$ cat config.mk
export PLATFORM = sky130hd
export DESIGN_NAME = dfme_useq
export DESIGN_NICKNAME = d
export VERILOG_FILES = /design/src/rtl/dfme_pkg.sv /design/src/rtl/dfme_useq.sv
export SDC_FILE = /design/constraint.sdc
export NUM_CORES = 1
export LEC_CHECK = 0
export ABC_CLOCK_PERIOD_IN_PS = 7500
export BUFFER_PORTS_ARGS = -buffer_cell sky130_fd_sc_hd__buf_4
export CAP_MARGIN = 40
export CORE_ASPECT_RATIO = 0.7
export CORE_MARGIN = 2
export CORE_UTILIZATION = 39
export CTS_CLUSTER_SIZE = 16
export DETAILED_ROUTE_END_ITERATION = 8
export HOLD_SLACK_MARGIN = 0.03
export PLACE_DENSITY = 0.69
export REMOVE_ABC_BUFFERS = 1
export SYNTH_ARGS = -nofsm -noshare
export SYNTH_HDL_FRONTEND = slang
export SYNTH_SLANG_ARGS = --single-unit
$ cat constraint.sdc
create_clock -name clk_i -period 7.5 [get_ports clk_i]
set_input_delay 1.5 -clock clk_i [delete_from_list [all_inputs] [get_ports clk_i]]
set_output_delay 1.5 -clock clk_i [all_outputs]
set_load 0.02 [all_outputs]
$ cat src/rtl/dfme_pkg.sv
// Shared constants, types and grid helpers for the depth-first maze explorer.
`timescale 1ns / 1ps

package dfme_pkg;

  localparam int unsigned HALF_SPAN = 32;
  localparam int unsigned SIDE      = 2 * HALF_SPAN + 1;
  localparam int unsigned CELLS     = SIDE * SIDE;
  localparam int unsigned CW        = $clog2(SIDE);
  localparam int unsigned AW        = $clog2(CELLS);
  localparam int unsigned PW        = 7;
  localparam int unsigned UPC_W     = 5;

  typedef logic [CW-1:0] coord_t;
  typedef logic [AW-1:0] addr_t;

  typedef struct packed {
    coord_t x;
    coord_t y;
  } pos_t;

  localparam pos_t CENTRE = '{x: coord_t'(HALF_SPAN), y: coord_t'(HALF_SPAN)};

  typedef enum logic [1:0] {
    DIR_UP    = 2'd0,
    DIR_RIGHT = 2'd1,
    DIR_DOWN  = 2'd2,
    DIR_LEFT  = 2'd3
  } dir_e;

  typedef enum logic [1:0] {
    CMD_BEGIN   = 2'd0,
    CMD_SENSE   = 2'd1,
    CMD_OUTCOME = 2'd2
  } cmd_e;

  typedef enum logic [2:0] {
    ST_STARTED      = 3'd0,
    ST_CHOSEN       = 3'd1,
    ST_MOVED        = 3'd2,
    ST_EXPLORED     = 3'd3,
    ST_MET          = 3'd4,
    ST_OFF_GRID     = 3'd5,
    ST_OUT_OF_ORDER = 3'd6
  } status_e;

  typedef enum logic [3:0] {
    OP_NOP,
    OP_ACK,
    OP_MEET_REC,
    OP_MOVE,
    OP_END,
    OP_INIT,
    OP_CLR,
    OP_MARK,
    OP_SCAN_INIT,
    OP_BACKDIR,
    OP_COMMIT
  } op_e;

  typedef enum logic [3:0] {
    RES_NONE,
    RES_STARTED,
    RES_CHOSEN,
    RES_MOVED,
    RES_EXPLORED,
    RES_MEET,
    RES_OFF_D,
    RES_OFF_P,
    RES_BAD
  } res_e;

  typedef enum logic [3:0] {
    C_NEVER,
    C_ALWAYS,
    C_NOSTART,
    C_INVALID,
    C_BEGIN,
    C_SENSE,
    C_OFF_P,
    C_MET_STOP,
    C_CLR_MORE,
    C_EXHAUSTED,
    C_OFF_D
  } cond_e;

  typedef struct packed {
    logic       latch;
    op_e        op;
    logic       rd_cur;
    logic [1:0] rd_dir;
    logic       ev;
    logic [1:0] ev_dir;
    res_e       res;
  } ctrl_t;

  typedef struct packed {
    logic invalid;
    logic is_begin;
    logic is_sense;
    logic off_p;
    logic met_stop;
    logic clr_more;
    logic exhausted;
    logic off_d;
  } flags_t;

  function automatic pos_t step_pos(pos_t p, logic [1:0] d);
    pos_t r;
    r = p;
    case (dir_e'(d))
      DIR_UP:    r.y = p.y - coord_t'(1);
      DIR_RIGHT: r.x = p.x + coord_t'(1);
      DIR_DOWN:  r.y = p.y + coord_t'(1);
      DIR_LEFT:  r.x = p.x - coord_t'(1);
      default:   r = p;
    endcase
    return r;
  endfunction

  function automatic logic off_grid(pos_t p, logic [1:0] d);
    logic o;
    case (dir_e'(d))
      DIR_UP:    o = (p.y == coord_t'(0));
      DIR_RIGHT: o = (p.x == coord_t'(SIDE - 1));
      DIR_DOWN:  o = (p.y == coord_t'(SIDE - 1));
      DIR_LEFT:  o = (p.x == coord_t'(0));
      default:   o = 1'b0;
    endcase
    return o;
  endfunction

  function automatic addr_t cell_addr(pos_t p);
    return addr_t'(addr_t'(p.y) * addr_t'(SIDE) + addr_t'(p.x));
  endfunction

endpackage

$ cat src/rtl/dfme_useq.sv
// Microcode sequencer: step counter, control store and conditional jumps.
`timescale 1ns / 1ps

module dfme_useq (
  input  logic             clk_i,
  input  logic             rst_ni,
  input  logic             start,
  input  dfme_pkg::flags_t flags_i,
  output dfme_pkg::ctrl_t  ctrl_o,
  output logic             busy
);
  import dfme_pkg::*;

  localparam logic [UPC_W-1:0] A_IDLE = UPC_W'(0);
  localparam logic [UPC_W-1:0] A_CHK  = UPC_W'(1);
  localparam logic [UPC_W-1:0] A_ISB  = UPC_W'(2);
  localparam logic [UPC_W-1:0] A_ISS  = UPC_W'(3);
  localparam logic [UPC_W-1:0] A_OUT0 = UPC_W'(4);
  localparam logic [UPC_W-1:0] A_OUT1 = UPC_W'(5);
  localparam logic [UPC_W-1:0] A_OUT2 = UPC_W'(6);
  localparam logic [UPC_W-1:0] A_OUT3 = UPC_W'(7);
  localparam logic [UPC_W-1:0] A_MEET = UPC_W'(8);
  localparam logic [UPC_W-1:0] A_OFFP = UPC_W'(9);
  localparam logic [UPC_W-1:0] A_BAD  = UPC_W'(10);
  localparam logic [UPC_W-1:0] A_BEG  = UPC_W'(11);
  localparam logic [UPC_W-1:0] A_CLR  = UPC_W'(12);
  localparam logic [UPC_W-1:0] A_MARK = UPC_W'(13);
  localparam logic [UPC_W-1:0] A_BRES = UPC_W'(14);
  localparam logic [UPC_W-1:0] A_SEN0 = UPC_W'(15);
  localparam logic [UPC_W-1:0] A_SEN1 = UPC_W'(16);
  localparam logic [UPC_W-1:0] A_SEN2 = UPC_W'(17);
  localparam logic [UPC_W-1:0] A_SEN3 = UPC_W'(18);
  localparam logic [UPC_W-1:0] A_SEN4 = UPC_W'(19);
  localparam logic [UPC_W-1:0] A_BACK = UPC_W'(20);
  localparam logic [UPC_W-1:0] A_CHKD = UPC_W'(21);
  localparam logic [UPC_W-1:0] A_CHOS = UPC_W'(22);
  localparam logic [UPC_W-1:0] A_EXPL = UPC_W'(23);
  localparam logic [UPC_W-1:0] A_OFFD = UPC_W'(24);

  logic [UPC_W-1:0] upc_q, upc_d;
  ctrl_t            cw;
  cond_e            cond;
  logic [UPC_W-1:0] target;
  logic             take;

  // control store
  always_comb begin
    cw     = '0;
    cond   = C_NEVER;
    target = A_IDLE;
    case (upc_q)
      A_IDLE: begin cond = C_NOSTART; target = A_IDLE; end
      A_CHK:  begin cond = C_INVALID; target = A_BAD; end
      A_ISB:  begin cond = C_BEGIN; target = A_BEG; end
      A_ISS:  begin cond = C_SENSE; target = A_SEN0; end
      A_OUT0: begin cw.op = OP_ACK; cond = C_OFF_P; target = A_OFFP; end
      A_OUT1: begin cw.op = OP_MEET_REC; cond = C_MET_STOP; target = A_MEET; end
      A_OUT2: begin cw.op = OP_MOVE; end
      A_OUT3: begin cw.res = RES_MOVED; cond = C_ALWAYS; end
      A_MEET: begin cw.op = OP_END; cw.res = RES_MEET; cond = C_ALWAYS; end
      A_OFFP: begin cw.op = OP_END; cw.res = RES_OFF_P; cond = C_ALWAYS; end
      A_BAD:  begin cw.res = RES_BAD; cond = C_ALWAYS; end
      A_BEG:  begin cw.op = OP_INIT; end
      A_CLR:  begin cw.op = OP_CLR; cond = C_CLR_MORE; target = A_CLR; end
      A_MARK: begin cw.op = OP_MARK; end
      A_BRES: begin cw.res = RES_STARTED; cond = C_ALWAYS; end
      A_SEN0: begin cw.op = OP_SCAN_INIT; cw.rd_dir = DIR_UP; end
      A_SEN1: begin
        cw.rd_dir = DIR_RIGHT; cw.ev = 1'b1; cw.ev_dir = DIR_UP;
      end
      A_SEN2: begin
        cw.rd_dir = DIR_DOWN; cw.ev = 1'b1; cw.ev_dir = DIR_RIGHT;
      end
      A_SEN3: begin
        cw.rd_dir = DIR_LEFT; cw.ev = 1'b1; cw.ev_dir = DIR_DOWN;
      end
      A_SEN4: begin
        cw.rd_cur = 1'b1; cw.ev = 1'b1; cw.ev_dir = DIR_LEFT;
      end
      A_BACK: begin cw.op = OP_BACKDIR; cond = C_EXHAUSTED; target = A_EXPL; end
      A_CHKD: begin cond = C_OFF_D; target = A_OFFD; end
      A_CHOS: begin cw.op = OP_COMMIT; cw.res = RES_CHOSEN; cond = C_ALWAYS; end
      A_EXPL: begin cw.op = OP_END; cw.res = RES_EXPLORED; cond = C_ALWAYS; end
      A_OFFD: begin cw.op = OP_END; cw.res = RES_OFF_D; cond = C_ALWAYS; end
      default: begin cond = C_ALWAYS; end
    endcase
  end

  always_comb begin
    case (cond)
      C_NEVER:     take = 1'b0;
      C_ALWAYS:    take = 1'b1;
      C_NOSTART:   take = !start;
      C_INVALID:   take = flags_i.invalid;
      C_BEGIN:     take = flags_i.is_begin;
      C_SENSE:     take = flags_i.is_sense;
      C_OFF_P:     take = flags_i.off_p;
      C_MET_STOP:  take = flags_i.met_stop;
      C_CLR_MORE:  take = flags_i.clr_more;
      C_EXHAUSTED: take = flags_i.exhausted;
      C_OFF_D:     take = flags_i.off_d;
      default:     take = 1'b0;
    endcase
    upc_d = take ? target : upc_q + UPC_W'(1);
  end

  always_comb begin
    ctrl_o       = cw;
    ctrl_o.latch = (upc_q == A_IDLE) && start;
  end

  assign busy = (upc_q != A_IDLE);

  always_ff @(posedge clk_i or negedge rst_ni) begin
    if (!rst_ni) begin
      upc_q <= A_IDLE;
    end else begin
      upc_q <= upc_d;
    end
  end

endmodule

* Word-level counts from Yosys, hierarchy flattened
Cells that the tools add are included.
Word-level totals: register bits after elaboration 5, bits of input ports 11, output and inout port bits 16, logic and storage cells 51
Cells by class: add/sub/neg operators 1, equality and inequality tests 34, multiplexer cells 9, reduce and logical (&&, ||, !) cells 6
Operator list (number):
- case mux 4 bit (10 select lines) | 2
- equality test 5 bit (second input constant) | 9
- equality test 5 x 4 -> 1 bit (second input constant) | 8
- case mux 5 bit (8 select lines) | 1
- case mux 4 bit (8 select lines) | 1
- equality test 5 x 3 -> 1 bit (second input constant) | 4
- equality test 4 x 3 -> 1 bit (second input constant) | 4
- equality test 4 bit (second input constant) | 3
- case mux 3 bit (4 select lines) | 1
- equality test 5 x 2 -> 1 bit (second input constant) | 2
- case mux 1 bit (10 select lines) | 1
- equality test 4 x 2 -> 1 bit (second input constant) | 2
- OR reduction 8 bit | 1
- case mux 2 bit (3 select lines) | 1
- adder 5 x 1 -> 5 bit (second input constant) | 1
- equality test 5 x 1 -> 1 bit (second input constant) | 1
- zero test 5 bit | 1
- 2-to-1 mux 5 bit | 1
- nonzero test 5 bit | 1
- equality test 4 x 1 -> 1 bit (second input constant) | 1
- OR reduction 4 bit | 1
- logical AND 1 bit | 1
- zero test 1 bit | 1
- 2-to-1 mux 1 bit | 1

* Longest topological paths before layout
depth after elaboration 6, gate-level depth with buffers 11, depth with buffers taken out 10

* Least setup slack after synthesis
No wires, ideal clock.
path kind input port to output port, from input port start, to output port ctrl_o[14] (netlist bit), arrival 1814 ps, data required time 6000 ps, slack 4186 ps, stages 2, buffers on the path 0, path through inv_1 > nor2_1
RTL lines:
- from (decl) | RTL line dfme_useq.sv:7 | input logic start,
- to (decl) | RTL line dfme_useq.sv:9 | output dfme_pkg::ctrl_t ctrl_o,

==> out/results.md <==
| Parameter | Reported |
| --- | --- |
| Status | finished clean |
| TNS Setup | 0 ns |
| Via count of the first global-routing pass | 925 |
| Number of detailed-routing iterations run before antenna repair | 4 |
| Simple-Gate Fraction of Synth Area | 36.2% |
| Setup repair after global routing missed its margin | false |
| Lkg Pwr | 0.512 nW |
| Final setup violating endpoints | 0 |
| Total wire length after detailed routing | 2620 um |
| Core Region | 2420 sq um |
| Post-route core utilization | 48.6% |
| Worst hold slack | 0.556 ns |
| Combined flip-flop and latch cell area | 125 sq um |
| Nature of the critical path endpoint | output pin |
| Total routing usage reported by global routing | 18.4% |
| Sequential element share of the synthesized area | 12.8% |
| Cells resized by post-CTS repair | 0 |
| Critical path class | flip-flop to output pin |
| Dominant combinational cell family by area after synthesis | simple AND/OR/NAND/NOR gates |
| Mean Syn Cell Area | 7.08 sq um |
| Die W | 63.8 um |
| Final slew viol count | 0 |
| Required arrival time at the worst endpoint | 6.00 ns |
| F_max | 0.282 GHz |
| First-pass GRT wire length | 4190 um |
| DRC violations left | 0 |
| Clk slew on worst S/H paths | 0.05 ns |
| Layout cell share with drive strength beyond 1 | 26.6% |
| Worst slew pin tran | 0.718 ns |
| Total of warnings raised by yosys | 0 |
| Layout filler cell count | 255 |
| Number of port buffers | 26 |
| Multi-input combinational cell area | 766 sq um |
| Synth Cell Area | 977 sq um |
| Final Skew | 0.00974 ns |
| Share of flip-flops with an asynchronous set or reset after synthesis | 100% |
| Max transition margin | 52.1% |
| Registers with the highest flip-flop counts | upc_q: 5 flops |
| Layout Area Growth over Synthesis | 20.5% |
| ANT nets after route | 0 |
| H-Tree Depth | 1 |
| CP max FO | 15 |
| Number of clock sinks seen by CTS | 5 |
| Synth Area in Compound Gates | 27.7% |
| Via total after detailed routing | 1067 |
| Pin count of the biggest net entering global routing | 26 |
| Worst supply voltage drop on vdd | 247 uV |
| Cell with the most instances after synthesis | sky130_fd_sc_hd__nor2_1 |
| Gate count after technology mapping | 138 |
| Hold Buf Count CTS | 0 |
| Antenna violations before repair | 0 |
| Crit path launch type | flip-flop |
| Final weighted congestion in routability-driven placement | 0.894 |
| Largest register by flop count | upc_q |
| Diodes inserted | 0 |
| Number of buffers on the longest clock path | 2 |
| Tmin final | 3.54 ns |
| Source-to-sink clock delay at the later pin of the worst-skew pair | 0.24 ns |
| Number of flip-flops in the largest register | 5 |
| Count of final hold-check violations | 0 |
| Clock tree from TritonCTS | built |
| Total of flip-flops plus latches after synthesis | 5 |
| Post-CTS setup-driven buffer insertion count | 0 |
| Starting density of the core | 40.4% |
| Worst hold path class | flip-flop to flip-flop |
| DR iter-0 viols | 47 |
| Most used flip-flop cell after synthesis | sky130_fd_sc_hd__dfrtp_1 |
| Total power of the final layout | 619 uW |
| Final period utilization | 47.2% |
| Top-level port count | 27 |
| GR Overflow Total | 0 |
| Clock tree root buffer cell | sky130_fd_sc_hd__clkbuf_4 |
| Count of max-cap constraint violations | 0 |
| Row count | 15 |
| Routed wire per std cell | 13.6 um |
| Cell variety after synth | 48 |
| Top cells by area, synth | sky130_fd_sc_hd__dfrtp_1 13%, sky130_fd_sc_hd__nor2_1 6.9%, sky130_fd_sc_hd__ha_1 6.4%, sky130_fd_sc_hd__a21oi_1 5.1%, sky130_fd_sc_hd__nand2b_1 4.5% |
| Via count normalized by instance count | 5.56 |
| Number of nets in the layout | 175 |
| Detailed placement HPWL | 1870 um |
| Vertical die dimension | 45.9 um |
| Multiplexer share of the synthesized area | 6.27% |
| Xor and xnor area share after synthesis | 1.79% |
| CTS Buf Count | 3 |
| Yosys top cell area share | 12.8% |
| Largest area contributor in the netlist | sky130_fd_sc_hd__dfrtp_1 |
| Floorplan die area | 2930 sq um |
| Most instantiated cells after synthesis | 18 x sky130_fd_sc_hd__nor2_1, 11 x sky130_fd_sc_hd__nand2_1, 10 x sky130_fd_sc_hd__a21oi_1 |
| Post-Synth Adder-Cell Area | 6.40% |
| Count of flip-flops with a built-in enable after synthesis | 0 |
| Arrival time of the worst setup path | 2.04 ns |
| Total power divided by cell area | 526 nW/um^2 |
[power breakdown]
group | total, mW | switching [mW] | leakage (nW) | internal [mW]
combinational | 0.502 | 0.278 | 0.433 | 0.224
sequential | 0.0856 | 0.0451 | 0.0640 | 0.0405
clock | 0.0313 | 0.0112 | 0.0150 | 0.0201
[cells in the final DEF, fill, tap and decap left out, types with 3 or more instances in the layout]
master,Yosys,layout
sky130_fd_sc_hd__nand3_1,3,3
sky130_fd_sc_hd__clkbuf_4,0,3
sky130_fd_sc_hd__buf_4,2,26
sky130_fd_sc_hd__ha_1,5,5
sky130_fd_sc_hd__nand2_1,11,11
sky130_fd_sc_hd__o21bai_1,3,3
sky130_fd_sc_hd__o21ai_0,8,8
sky130_fd_sc_hd__nor3_1,5,5
sky130_fd_sc_hd__o21ai_1,4,4
sky130_fd_sc_hd__a21oi_1,10,10
sky130_fd_sc_hd__inv_1,6,6
sky130_fd_sc_hd__dfrtp_1,5,5
sky130_fd_sc_hd__nor2_1,18,18
sky130_fd_sc_hd__nand2b_1,7,7
[layer usage]
metal	part of all wire, %	global-route usage (%)	wire length [um]
met1	50	25.7	1320
met2	43	27.5	1130
met3	5.2	3.96	137
met4	1.3	7.83	33
met5	0	0	0
[worst paths after layout]
| path | from | end | slack, ns | depth (start not counted) |
|---|---|---|---|---|
| setup / recovery | upc_q[0] | ctrl_o[10] | 3.96 | 5 |
| hold / removal | upc_q[0] | upc_q[0] | 0.56 | 1 |
| setup reg to reg | upc_q[0] | upc_q[1] | 4.66 | 10 |
| hold reg to reg | upc_q[0] | upc_q[0] | 0.56 | 1 |
| max in group asynchronous | rst_ni | upc_q[2] | 6.34 | 1 |
| min in group asynchronous | rst_ni | upc_q[1] | 1.05 | 1 |
[cell type report]
class | instances | area share (%)
Multi-Input combinational cell | 117 | 65.0
Timing Repair Buffer | 26 | 16.6
Sequential cell | 5 | 10.6
Tap cell | 34 | 3.61
Clock buffer | 4 | 2.23
Inverter | 6 | 1.91
[worst max-delay path: stages, from the launching register on]
cell	delay [ns]
sky130_fd_sc_hd__dfrtp_1	0.42
sky130_fd_sc_hd__ha_1	0.56
sky130_fd_sc_hd__a21oi_1	0.16
sky130_fd_sc_hd__a311oi_2	0.34
sky130_fd_sc_hd__o21bai_1	0.16
sky130_fd_sc_hd__buf_4	0.16
[through the flow]
stage / setup slack (ns) / instances / instance area [sq um]
floorplan: 4.19 / 128 / 913
global placement: 4.16 / 188 / 1150
detailed placement: 4.16 / 188 / 1150
CTS: 3.96 / 192 / 1180
global route: 3.79 / 192 / 1180
finish: 3.96 / 192 / 1180
[cell families after synthesis]
group                    count (synthesis)
buffers and inverters                   16
adder cells (fa/ha/maj)                  5
AND/OR/NAND/NOR                         66
XOR/XNOR                                 2
AO/OA/AOI/OAI                           39
multiplexers                             5
flip-flops                               5
Power figures use the tool's default switching activity.
